**src/krwl_pkg.sv**
```systemverilog
// Package for the keyed reader/writer lock table.
// Holds the field widths, word types, opcodes and status codes.
// No dependencies.
package krwl_pkg;

    localparam int KEY_W = 64;
    localparam int REQ_W = 22;
    localparam int HND_W = 4;
    localparam int ST_W = 3;

    localparam logic [1:0] OP_LOCK_SH = 2'd0;
    localparam logic [1:0] OP_LOCK_EX = 2'd1;
    localparam logic [1:0] OP_UNLOCK = 2'd2;
    localparam logic [1:0] OP_QUERY = 2'd3;

    localparam logic [ST_W-1:0] ST_GRANTED = 3'd0;
    localparam logic [ST_W-1:0] ST_BLOCKED = 3'd1;
    localparam logic [ST_W-1:0] ST_FULL = 3'd2;
    localparam logic [ST_W-1:0] ST_OVERFLOW = 3'd3;
    localparam logic [ST_W-1:0] ST_RELEASED = 3'd4;
    localparam logic [ST_W-1:0] ST_MISUSE = 3'd5;
    localparam logic [ST_W-1:0] ST_QUERY = 3'd6;

    typedef struct packed {
        logic [1:0] opcode;
        logic [KEY_W-1:0] lock_key;
        logic [REQ_W-1:0] requester;
        logic [HND_W-1:0] handle_in;
    } t_in_word;

    typedef struct packed {
        logic [ST_W-1:0] status;
        logic [HND_W-1:0] handle_out;
        logic is_held;
        logic wake_waiters;
    } t_out_word;

endpackage

```
**src/krwl_mem.sv**
```systemverilog
// Entry memory of the lock table: one write port and one registered read port.
// Each row holds the key, the three counts and the owner. Uses no package.
module krwl_mem #(
    parameter int DEPTH = 16,
    parameter int WIDTH = 8
) (
    input  logic                     i_clk,
    input  logic                     i_we,
    input  logic [$clog2(DEPTH)-1:0] i_waddr,
    input  logic [WIDTH-1:0]         i_wdata,
    input  logic [$clog2(DEPTH)-1:0] i_raddr,
    output logic [WIDTH-1:0]         o_rdata
);

    logic [WIDTH-1:0] r_mem [DEPTH];
    logic [WIDTH-1:0] r_rdata;

    always_ff @(posedge i_clk) begin
        if (i_we) begin
            r_mem[i_waddr] <= i_wdata;
        end
        r_rdata <= r_mem[i_raddr];
    end

    assign o_rdata = r_rdata;

endmodule

```
**src/keyed_rw_lock_table.sv**
```systemverilog
// Keyed reader/writer lock table: one result word per input word.
// Lock and query words scan all ENTRIES rows of the entry memory, one read a cycle;
// unlock words read only the row that their handle names.
// One item is in work at a time; the next word enters only once the result word
// has been taken. Reset clears all valid bits and the control state.
// Depends on krwl_pkg and krwl_mem.
module keyed_rw_lock_table #(
    parameter int ENTRIES = 16,
    parameter int COUNT_BITS = 16
) (
    input  logic                 i_clk,
    input  logic                 i_rst_n,
    input  logic                 i_valid,
    output logic                 o_ready,
    input  krwl_pkg::t_in_word   i_data,
    output logic                 o_valid,
    input  logic                 i_ready,
    output krwl_pkg::t_out_word  o_data
);

    localparam int AW = $clog2(ENTRIES);
    localparam int ROW_W = krwl_pkg::KEY_W + 3 * COUNT_BITS + krwl_pkg::REQ_W;
    localparam logic [COUNT_BITS-1:0] CMAX = '1;

    localparam logic [2:0] S_IDLE = 3'd0;
    localparam logic [2:0] S_SCAN = 3'd1;
    localparam logic [2:0] S_READ = 3'd2;
    localparam logic [2:0] S_EXEC = 3'd3;
    localparam logic [2:0] S_OUT = 3'd4;

    typedef struct packed {
        logic [krwl_pkg::KEY_W-1:0] key;
        logic [COUNT_BITS-1:0] refs;
        logic [COUNT_BITS-1:0] rd;
        logic [COUNT_BITS-1:0] wr;
        logic [krwl_pkg::REQ_W-1:0] owner;
    } t_row;

    logic [2:0] r_state;
    krwl_pkg::t_in_word r_req;
    logic [ENTRIES-1:0] r_valid_bits;
    logic [AW:0] r_scan;
    logic [AW-1:0] r_raddr_q;
    logic r_rd_pend;
    logic r_hit;
    logic r_held;
    logic [AW-1:0] r_hit_idx;
    t_row r_hit_row;
    logic r_ovalid;
    krwl_pkg::t_out_word r_odata;

    logic we;
    logic [AW-1:0] waddr;
    logic [AW-1:0] raddr;
    t_row wrow;
    t_row rrow;
    logic [ROW_W-1:0] rdata;

    krwl_mem #(.DEPTH(ENTRIES), .WIDTH(ROW_W)) u_mem (
        .i_clk  (i_clk),
        .i_we   (we),
        .i_waddr(waddr),
        .i_wdata(wrow),
        .i_raddr(raddr),
        .o_rdata(rdata)
    );

    assign rrow = t_row'(rdata);
    assign o_ready = (r_state == S_IDLE) && !r_ovalid;
    assign o_valid = r_ovalid;
    assign o_data = r_odata;

    always_comb begin
        raddr = r_scan[AW-1:0];
        if (r_state == S_READ) begin
            raddr = r_hit_idx;
        end
    end

    logic [AW-1:0] free_idx;
    logic free_any;
    always_comb begin
        free_idx = '0;
        free_any = 1'b0;
        for (int i = ENTRIES - 1; i >= 0; i--) begin
            if (!r_valid_bits[i]) begin
                free_idx = AW'(i);
                free_any = 1'b1;
            end
        end
    end

    logic [31:0] hnd_ext;
    assign hnd_ext = 32'(r_req.handle_in);

    krwl_pkg::t_out_word res;
    logic [ENTRIES-1:0] n_valid_bits;
    always_comb begin
        we = 1'b0;
        waddr = r_hit_idx;
        wrow = r_hit_row;
        res = '0;
        n_valid_bits = r_valid_bits;
        res.handle_out = krwl_pkg::HND_W'(r_hit_idx);
        unique case (r_req.opcode)
            krwl_pkg::OP_QUERY: begin
                res.status = krwl_pkg::ST_QUERY;
                res.handle_out = '0;
                res.is_held = r_held;
            end
            krwl_pkg::OP_UNLOCK: begin
                res.handle_out = r_req.handle_in;
                res.status = krwl_pkg::ST_MISUSE;
                if (hnd_ext < 32'(ENTRIES) && r_valid_bits[r_hit_idx]) begin
                    if (r_hit_row.wr != '0) begin
                        if (r_hit_row.owner == r_req.requester && r_hit_row.rd == '0) begin
                            res.status = krwl_pkg::ST_RELEASED;
                            wrow.wr = r_hit_row.wr - 1'b1;
                            res.wake_waiters = (wrow.wr == '0);
                        end
                    end else if (r_hit_row.rd != '0) begin
                        res.status = krwl_pkg::ST_RELEASED;
                        wrow.rd = r_hit_row.rd - 1'b1;
                        res.wake_waiters = (wrow.rd == '0);
                    end
                    if (res.status == krwl_pkg::ST_RELEASED) begin
                        we = 1'b1;
                        if (res.wake_waiters) begin
                            wrow.owner = '0;
                        end
                        if (r_hit_row.refs != '0) begin
                            wrow.refs = r_hit_row.refs - 1'b1;
                        end
                        if (wrow.refs == '0) begin
                            n_valid_bits[r_hit_idx] = 1'b0;
                        end
                    end
                end
            end
            default: begin
                if (!r_hit) begin
                    if (!free_any) begin
                        res.status = krwl_pkg::ST_FULL;
                        res.handle_out = '0;
                    end else begin
                        we = 1'b1;
                        waddr = free_idx;
                        wrow.key = r_req.lock_key;
                        wrow.refs = COUNT_BITS'(1);
                        wrow.rd = (r_req.opcode == krwl_pkg::OP_LOCK_SH) ? COUNT_BITS'(1) : '0;
                        wrow.wr = (r_req.opcode == krwl_pkg::OP_LOCK_EX) ? COUNT_BITS'(1) : '0;
                        wrow.owner = r_req.requester;
                        n_valid_bits[free_idx] = 1'b1;
                        res.status = krwl_pkg::ST_GRANTED;
                        res.handle_out = krwl_pkg::HND_W'(free_idx);
                    end
                end else if (r_req.opcode == krwl_pkg::OP_LOCK_EX) begin
                    if (r_hit_row.rd != '0 || (r_hit_row.wr != '0
                            && r_hit_row.owner != r_req.requester)) begin
                        res.status = krwl_pkg::ST_BLOCKED;
                    end else if (r_hit_row.refs == CMAX || r_hit_row.wr == CMAX) begin
                        res.status = krwl_pkg::ST_OVERFLOW;
                    end else begin
                        we = 1'b1;
                        wrow.wr = r_hit_row.wr + 1'b1;
                        wrow.refs = r_hit_row.refs + 1'b1;
                        wrow.owner = r_req.requester;
                        res.status = krwl_pkg::ST_GRANTED;
                    end
                end else begin
                    if (r_hit_row.wr != '0) begin
                        res.status = krwl_pkg::ST_BLOCKED;
                    end else if (r_hit_row.refs == CMAX || r_hit_row.rd == CMAX) begin
                        res.status = krwl_pkg::ST_OVERFLOW;
                    end else begin
                        we = 1'b1;
                        wrow.rd = r_hit_row.rd + 1'b1;
                        wrow.refs = r_hit_row.refs + 1'b1;
                        wrow.owner = r_req.requester;
                        res.status = krwl_pkg::ST_GRANTED;
                    end
                end
            end
        endcase
        if (r_state != S_EXEC) begin
            we = 1'b0;
            n_valid_bits = r_valid_bits;
        end
    end

    always_ff @(posedge i_clk) begin
        if (!i_rst_n) begin
            r_state <= S_IDLE;
            r_valid_bits <= '0;
            r_ovalid <= 1'b0;
            r_rd_pend <= 1'b0;
            r_scan <= '0;
        end else begin
            r_valid_bits <= n_valid_bits;
            if (r_ovalid && i_ready) begin
                r_ovalid <= 1'b0;
            end
            r_rd_pend <= 1'b0;
            unique case (r_state)
                S_IDLE: begin
                    if (i_valid && o_ready) begin
                        r_req <= i_data;
                        r_hit <= 1'b0;
                        r_held <= 1'b0;
                        r_scan <= '0;
                        if (i_data.opcode == krwl_pkg::OP_UNLOCK) begin
                            r_hit_idx <= AW'(i_data.handle_in);
                            r_state <= S_READ;
                        end else begin
                            r_state <= S_SCAN;
                        end
                    end
                end
                S_SCAN: begin
                    if (r_scan < (AW + 1)'(ENTRIES)) begin
                        r_raddr_q <= r_scan[AW-1:0];
                        r_rd_pend <= 1'b1;
                        r_scan <= r_scan + 1'b1;
                    end
                    if (r_rd_pend && r_valid_bits[r_raddr_q]
                            && rrow.key == r_req.lock_key) begin
                        if (!r_hit) begin
                            r_hit <= 1'b1;
                            r_hit_idx <= r_raddr_q;
                            r_hit_row <= rrow;
                        end
                        if (rrow.owner == r_req.requester) begin
                            r_held <= 1'b1;
                        end
                    end
                    if (!r_rd_pend && r_scan == (AW + 1)'(ENTRIES)) begin
                        r_state <= S_EXEC;
                    end
                end
                S_READ: begin
                    r_state <= S_OUT;
                end
                S_OUT: begin
                    r_hit_row <= rrow;
                    r_state <= S_EXEC;
                end
                S_EXEC: begin
                    r_odata <= res;
                    r_ovalid <= 1'b1;
                    r_state <= S_IDLE;
                end
                default: begin
                    r_state <= S_IDLE;
                end
            endcase
        end
    end

endmodule

```
**config.mk**
```make
export PLATFORM = sky130hd
export DESIGN_NAME = keyed_rw_lock_table
export DESIGN_NICKNAME = d
export VERILOG_FILES = /design/src/krwl_pkg.sv /design/src/krwl_mem.sv /design/src/keyed_rw_lock_table.sv
export SDC_FILE = /design/constraint.sdc
export NUM_CORES = 2
export LEC_CHECK = 0
export ABC_CLOCK_PERIOD_IN_PS = 14000
export BUFFER_PORTS_ARGS = -buffer_cell sky130_fd_sc_hd__buf_2
export CAP_MARGIN = 20
export CORE_MARGIN = 3
export CORE_UTILIZATION = 25
export CTS_BUF_LIST = sky130_fd_sc_hd__clkbuf_4 sky130_fd_sc_hd__clkbuf_8 sky130_fd_sc_hd__clkbuf_16
export DETAILED_ROUTE_END_ITERATION = 10
export PLACE_DENSITY = 0.51
export SYNTH_ARGS = -nofsm -noshare
export SYNTH_HDL_FRONTEND = slang
export SYNTH_HIERARCHICAL = 1
export SYNTH_SLANG_ARGS = --single-unit
```
**constraint.sdc**
```tcl
create_clock -name i_clk -period 14 [get_ports i_clk]
set_clock_uncertainty 0.15 [all_clocks]
set_input_delay 0.7 -clock i_clk [delete_from_list [all_inputs] [get_ports i_clk]]
set_output_delay 0.7 -clock i_clk [all_outputs]
set_load 0.05 [all_outputs]
```
==> PnR_summary.wiki <==
{| class="wikitable"
! Metric !! Value
|-
| Root buf cell || sky130_fd_sc_hd__clkbuf_16
|-
| Cell area power density || approximately 150 nW/um^2
|-
| Worst-case headroom to the max-slew limit || 0.227
|-
| Cell taking the most area after synthesis || sky130_fd_sc_hd__edfxtp_1
|-
| CTS tree || yes
|-
| Number of I/O pins || 107
|-
| Total number of vias || 50.0k
|-
| Drt drc || 0
|-
| Library cell contributing the largest single delay on the critical path || sky130_fd_sc_hd__buf_4
|-
| Top cells by area in the synthesized netlist || sky130_fd_sc_hd__edfxtp_1 73%, sky130_fd_sc_hd__mux4_2 12%, sky130_fd_sc_hd__dfxtp_1 3.3%, sky130_fd_sc_hd__a22oi_1 1.8%, sky130_fd_sc_hd__mux2_2 1.5%
|-
| Count of max-cap constraint violations || 0
|-
| Min Tclk post-route || between 7 and 8 ns
|-
| Maximum number of pins on one net before global-route repair || 115
|-
| Slew at the pin closest to its max-slew limit || 1.16 ns
|-
| Register clock-pin slew on the reported worst setup and hold paths || 0.06 ns
|-
| DR pass1 iterations || 6
|-
| Placer's final routability congestion estimate || approximately 0.85
|-
| Total number of clock tree sinks || ~2.5k
|-
| Share of synthesized cell area in and, or, nand and nor gates || 0.0322
|-
| Number of input and output port buffers inserted || ~110
|-
| Initial standard-cell utilization of the core || 0.252
|-
| Final total negative setup slack || 0 ns
|-
| Crit end category || flip-flop
|-
| Die outline height || 633 um
|-
| Detailed placer's ending HPWL || around 150,000 um
|-
| Horiz. Die Dim || around 630 um
|-
| Clock insertion delay at the later pin of the skew report || around 0.88 ns
|-
| Library cells used by synthesis || 90
|-
| Final Max Tran Viols || 0
|-
| Total gr overflow || 0
|-
| Share of the clock period used by the worst path || 0.515
|-
| Part of the Yosys area used for sequential elements || 0.763
|-
| Total of flip-flops plus latches after synthesis || about 2.5k
|-
| Share of the core filled with cells in the final layout || 0.297
|-
| Number of nets in the layout || between 5k and 6k
|-
| Netlist Area Pre-Place || roughly 100,000 um^2
|-
| Outcome || complete, no violations
|-
| Upper clock frequency limit || between 0.1 and 0.15 GHz
|-
| Required time of the critical path || between 10 and 15 ns
|-
| Average cell area after synthesis || roughly 20 um^2
|-
| DRT Wirelength || roughly 270,000 um
|-
| Layout Area Growth over Synthesis || 17.9%
|-
| Delay of the slowest cell on the worst path || slightly above 0.9 ns
|-
| Synthesis Warnings || 6
|-
| Detail-routed via count per cell || between 4 and 5
|-
| Number of buffers created by CTS || between 200 and 300
|-
| Primary flip-flop cell chosen by synthesis mapping || sky130_fd_sc_hd__edfxtp_1
|-
| Final routed wire length divided by cell count || ~25 um
|-
| Vias in the first global route || roughly 50k
|-
| Number of gates resized after cts || 0
|-
| Die ar. || 401,000 um^2
|-
| Dominant combinational cell family by area after synthesis || multiplexers
|-
| Critical path data arrival time || roughly 7.5 ns
|-
| Global-route usage over all layers || 0.132
|-
| Depth of the CTS H-tree || 5
|-
| Final Hold Fails || 0
|-
| Count of nets left with antenna violations after detail routing || 0
|-
| Kind of cell adding the most delay to the critical path || simple AND/OR/NAND/NOR gates
|-
| Kind of start point of the critical path || flip-flop
|-
| Initial antenna violation count || 33
|-
| Setup bufs post-CTS || 0
|-
| Max IR drop VDD || 0.0000936 V
|-
| Core Region || roughly 390,000 um^2
|-
| Adder-cell share of the synthesized area || 0.00127
|-
| Crit-path max FO || 47
|-
| Mux cell area share after synthesis || 0.138
|-
| Share of the synthesized area in the top cell type || 0.730
|-
| Dominant cell type by count on the critical path || sky130_fd_sc_hd__nor2_1
|-
| Leakage component of the power || between 30 and 40 nW
|-
| Hold/Removal Path Class || input pin to flip-flop
|-
| Synthesized instance count || 4,878
|-
| Buf/Inv on CP || 3
|-
| Share of the synthesized area in compound gates (AO/OA/AOI/OAI) || 0.0413
|-
| Asr flop ratio synth || 0
|-
| Critical Path, Cell by Cell || inv_1 > ha_1 > nor3b_2 > nand3_1 > or3_1 > nor2_2 > nor2_1 > nor2_2 > nor2_1 > nor2_1 > nand3b_1 > nor2_4 > buf_4 > buf_4
|-
| Global-route wire length before repair || 386,000 um
|-
| Post-Syn Nets || about 5.0k
|-
| Fraction of final layout cells sized beyond drive strength 1 || 0.260
|-
| RSZ-0062 raised after global routing || no
|-
| Row cnt || about 230
|-
| Violation count after the first detailed-routing iteration || around 5.4k
|-
| Number of setup violations in the final report || 0
|-
| Number of buffers on the longest clock path || 4
|-
| Xor/xnor share of the synthesized area || 0.00972
|-
| Worst setup path class || flip-flop to flip-flop
|-
| Number of enable flip-flop cells after synthesis || around 2.4k
|}
## worst register-to-register path, delay by kind of cell (launching register included)
kind | cells | cell delay, ns
adders and majority gates | 1 | 0.28
buffers and inverters | 3 | 1.85
DFF | 1 | 0.48
and+or+nand+nor | 10 | 4.06
## report_power, final
group	switching [mW]	internal (mW)	leakage, nW
sequential	0.0957	8.51	22.9
clock	2.97	4.56	4.70
combinational	0.657	0.437	7.65
total	3.72	13.5	35.2
## final timing paths
check                    startpoint                    to  cells after the start  slack (ns)
setup / recovery      r_hit_row[23]  u_mem/r_mem[10][109]                     14        6.79
hold / removal           i_data[60]             r_req[60]                      1        0.01
setup reg to reg      r_hit_row[23]  u_mem/r_mem[10][109]                     14        6.79
hold reg to reg   u_mem/o_rdata[67]         r_hit_row[67]                      0        0.23
## cells by family after synthesis
family | after synthesis
XOR/XNOR | 109
AND/OR/NAND/NOR | 638
flip-flops | 2549
multiplexers | 697
buffers and inverters | 302
adder cells (fa/ha/maj) | 10
AO/OA/AOI/OAI | 573
## cells in the final DEF (no fill, tap or decap), types with 10 or more instances in the layout
cell type / netlist / routed
sky130_fd_sc_hd__and3_1: 23 / 22
sky130_fd_sc_hd__dfxtp_1: 160 / 160
sky130_fd_sc_hd__nand2b_1: 29 / 29
sky130_fd_sc_hd__dlygate4sd3_1: 0 / 79
sky130_fd_sc_hd__xor2_1: 15 / 15
sky130_fd_sc_hd__nand4_1: 40 / 40
sky130_fd_sc_hd__buf_4: 20 / 113
sky130_fd_sc_hd__o21ai_0: 71 / 62
sky130_fd_sc_hd__nor4_1: 19 / 19
sky130_fd_sc_hd__a22oi_1: 238 / 238
sky130_fd_sc_hd__a221oi_1: 23 / 23
sky130_fd_sc_hd__clkinv_1: 3 / 36
sky130_fd_sc_hd__inv_1: 41 / 41
sky130_fd_sc_hd__xnor2_1: 94 / 94
sky130_fd_sc_hd__a31oi_1: 18 / 15
sky130_fd_sc_hd__clkbuf_16: 0 / 284
sky130_fd_sc_hd__a21oi_1: 63 / 60
sky130_fd_sc_hd__o21ai_1: 18 / 24
sky130_fd_sc_hd__clkinv_2: 0 / 37
sky130_fd_sc_hd__mux2i_1: 55 / 55
sky130_fd_sc_hd__nor3_1: 41 / 37
sky130_fd_sc_hd__nor2_1: 111 / 97
sky130_fd_sc_hd__and2_1: 13 / 12
sky130_fd_sc_hd__buf_2: 61 / 106
sky130_fd_sc_hd__a21boi_0: 11 / 11
sky130_fd_sc_hd__nand2_1: 223 / 223
sky130_fd_sc_hd__nor2_4: 0 / 13
sky130_fd_sc_hd__nand3_1: 42 / 42
sky130_fd_sc_hd__buf_12: 0 / 19
sky130_fd_sc_hd__clkbuf_4: 0 / 67
sky130_fd_sc_hd__clkbuf_8: 0 / 20
sky130_fd_sc_hd__nor2b_1: 36 / 32
sky130_fd_sc_hd__o221ai_1: 26 / 26
sky130_fd_sc_hd__edfxtp_1: 2389 / 2389
sky130_fd_sc_hd__bufinv_16: 0 / 32
sky130_fd_sc_hd__ha_1: 10 / 10
sky130_fd_sc_hd__mux4_2: 509 / 509
sky130_fd_sc_hd__mux2_2: 132 / 130
## layer usage
metal | track usage | up-vias | wire length, um
met1 | 0.183 | 27100 | 119000
met4 | 0.0274 | 6 | 5070
met5 | 0 | - | 32
met3 | 0.0183 | 359 | 14600
li1 | - | 20900 | -
met2 | 0.221 | 1635 | 132000
## sequential cells by signal (all words and copies together), names as in the netlist, 5 cells and up
signal	flops
o_data	9
r_hit_row	134
u_mem/r_mem	2144
r_valid_bits	16
r_req	88
u_mem/o_rdata	134
r_scan	5
## cell type report
| type | instances | area, um^2 |
|---|---|---|
| clock buffers | 369 | 7860 |
| flip-flops and latches | 2549 | 74900 |
| repair buffers | 329 | 2710 |
| multi-input cells | 2027 | 22100 |
| clock inverters | 125 | 1550 |
| diodes | 6 | 15.0 |
| fillers | 38100 | 274000 |
| inverters | 44 | 165 |
| well taps | 5197 | 6500 |
## per-stage QoR
step                setup slack (ns)  hold slack, ns  cell area [um^2]  cells  power [mW]
detailed placement              6.86           0.241            105000  10100        9.85
CTS                             6.89         0.00360            116000  10600        17.4
finish                          6.79          0.0100            116000  10600        17.2
global placement                6.82           0.242            105000  10000        9.83
global route                    6.39         0.00259            116000  10600        17.8
floorplan                      0.730           0.236             98300   4878        9.46
## synth_stat cells, drive strengths merged (10+ instances only)
cell type / count
a21boi: 12
inv: 41
o21ai: 90
nor3: 42
nand2b: 29
nand4: 40
a22oi: 238
nand3: 42
a31oi: 19
and3: 23
dfxtp: 160
o221ai: 26
or3: 10
mux4: 509
a221oi: 23
a21oi: 63
nor4: 22
mux2i: 55
buf: 129
mux2: 133
nand2: 223
clkbuf: 129
nor2b: 36
ha: 10
xor2: 15
nor2: 113
edfxtp: 2389
xnor2: 94
and2: 14
## repair_timing
item | 4_1_cts | 5_1_grt
endpoints found under the hold margin | 82 | 0
endpoints found under the setup margin | 0 | 0
hold buffers | 79 | 0
Power figures use the tool's default switching activity.
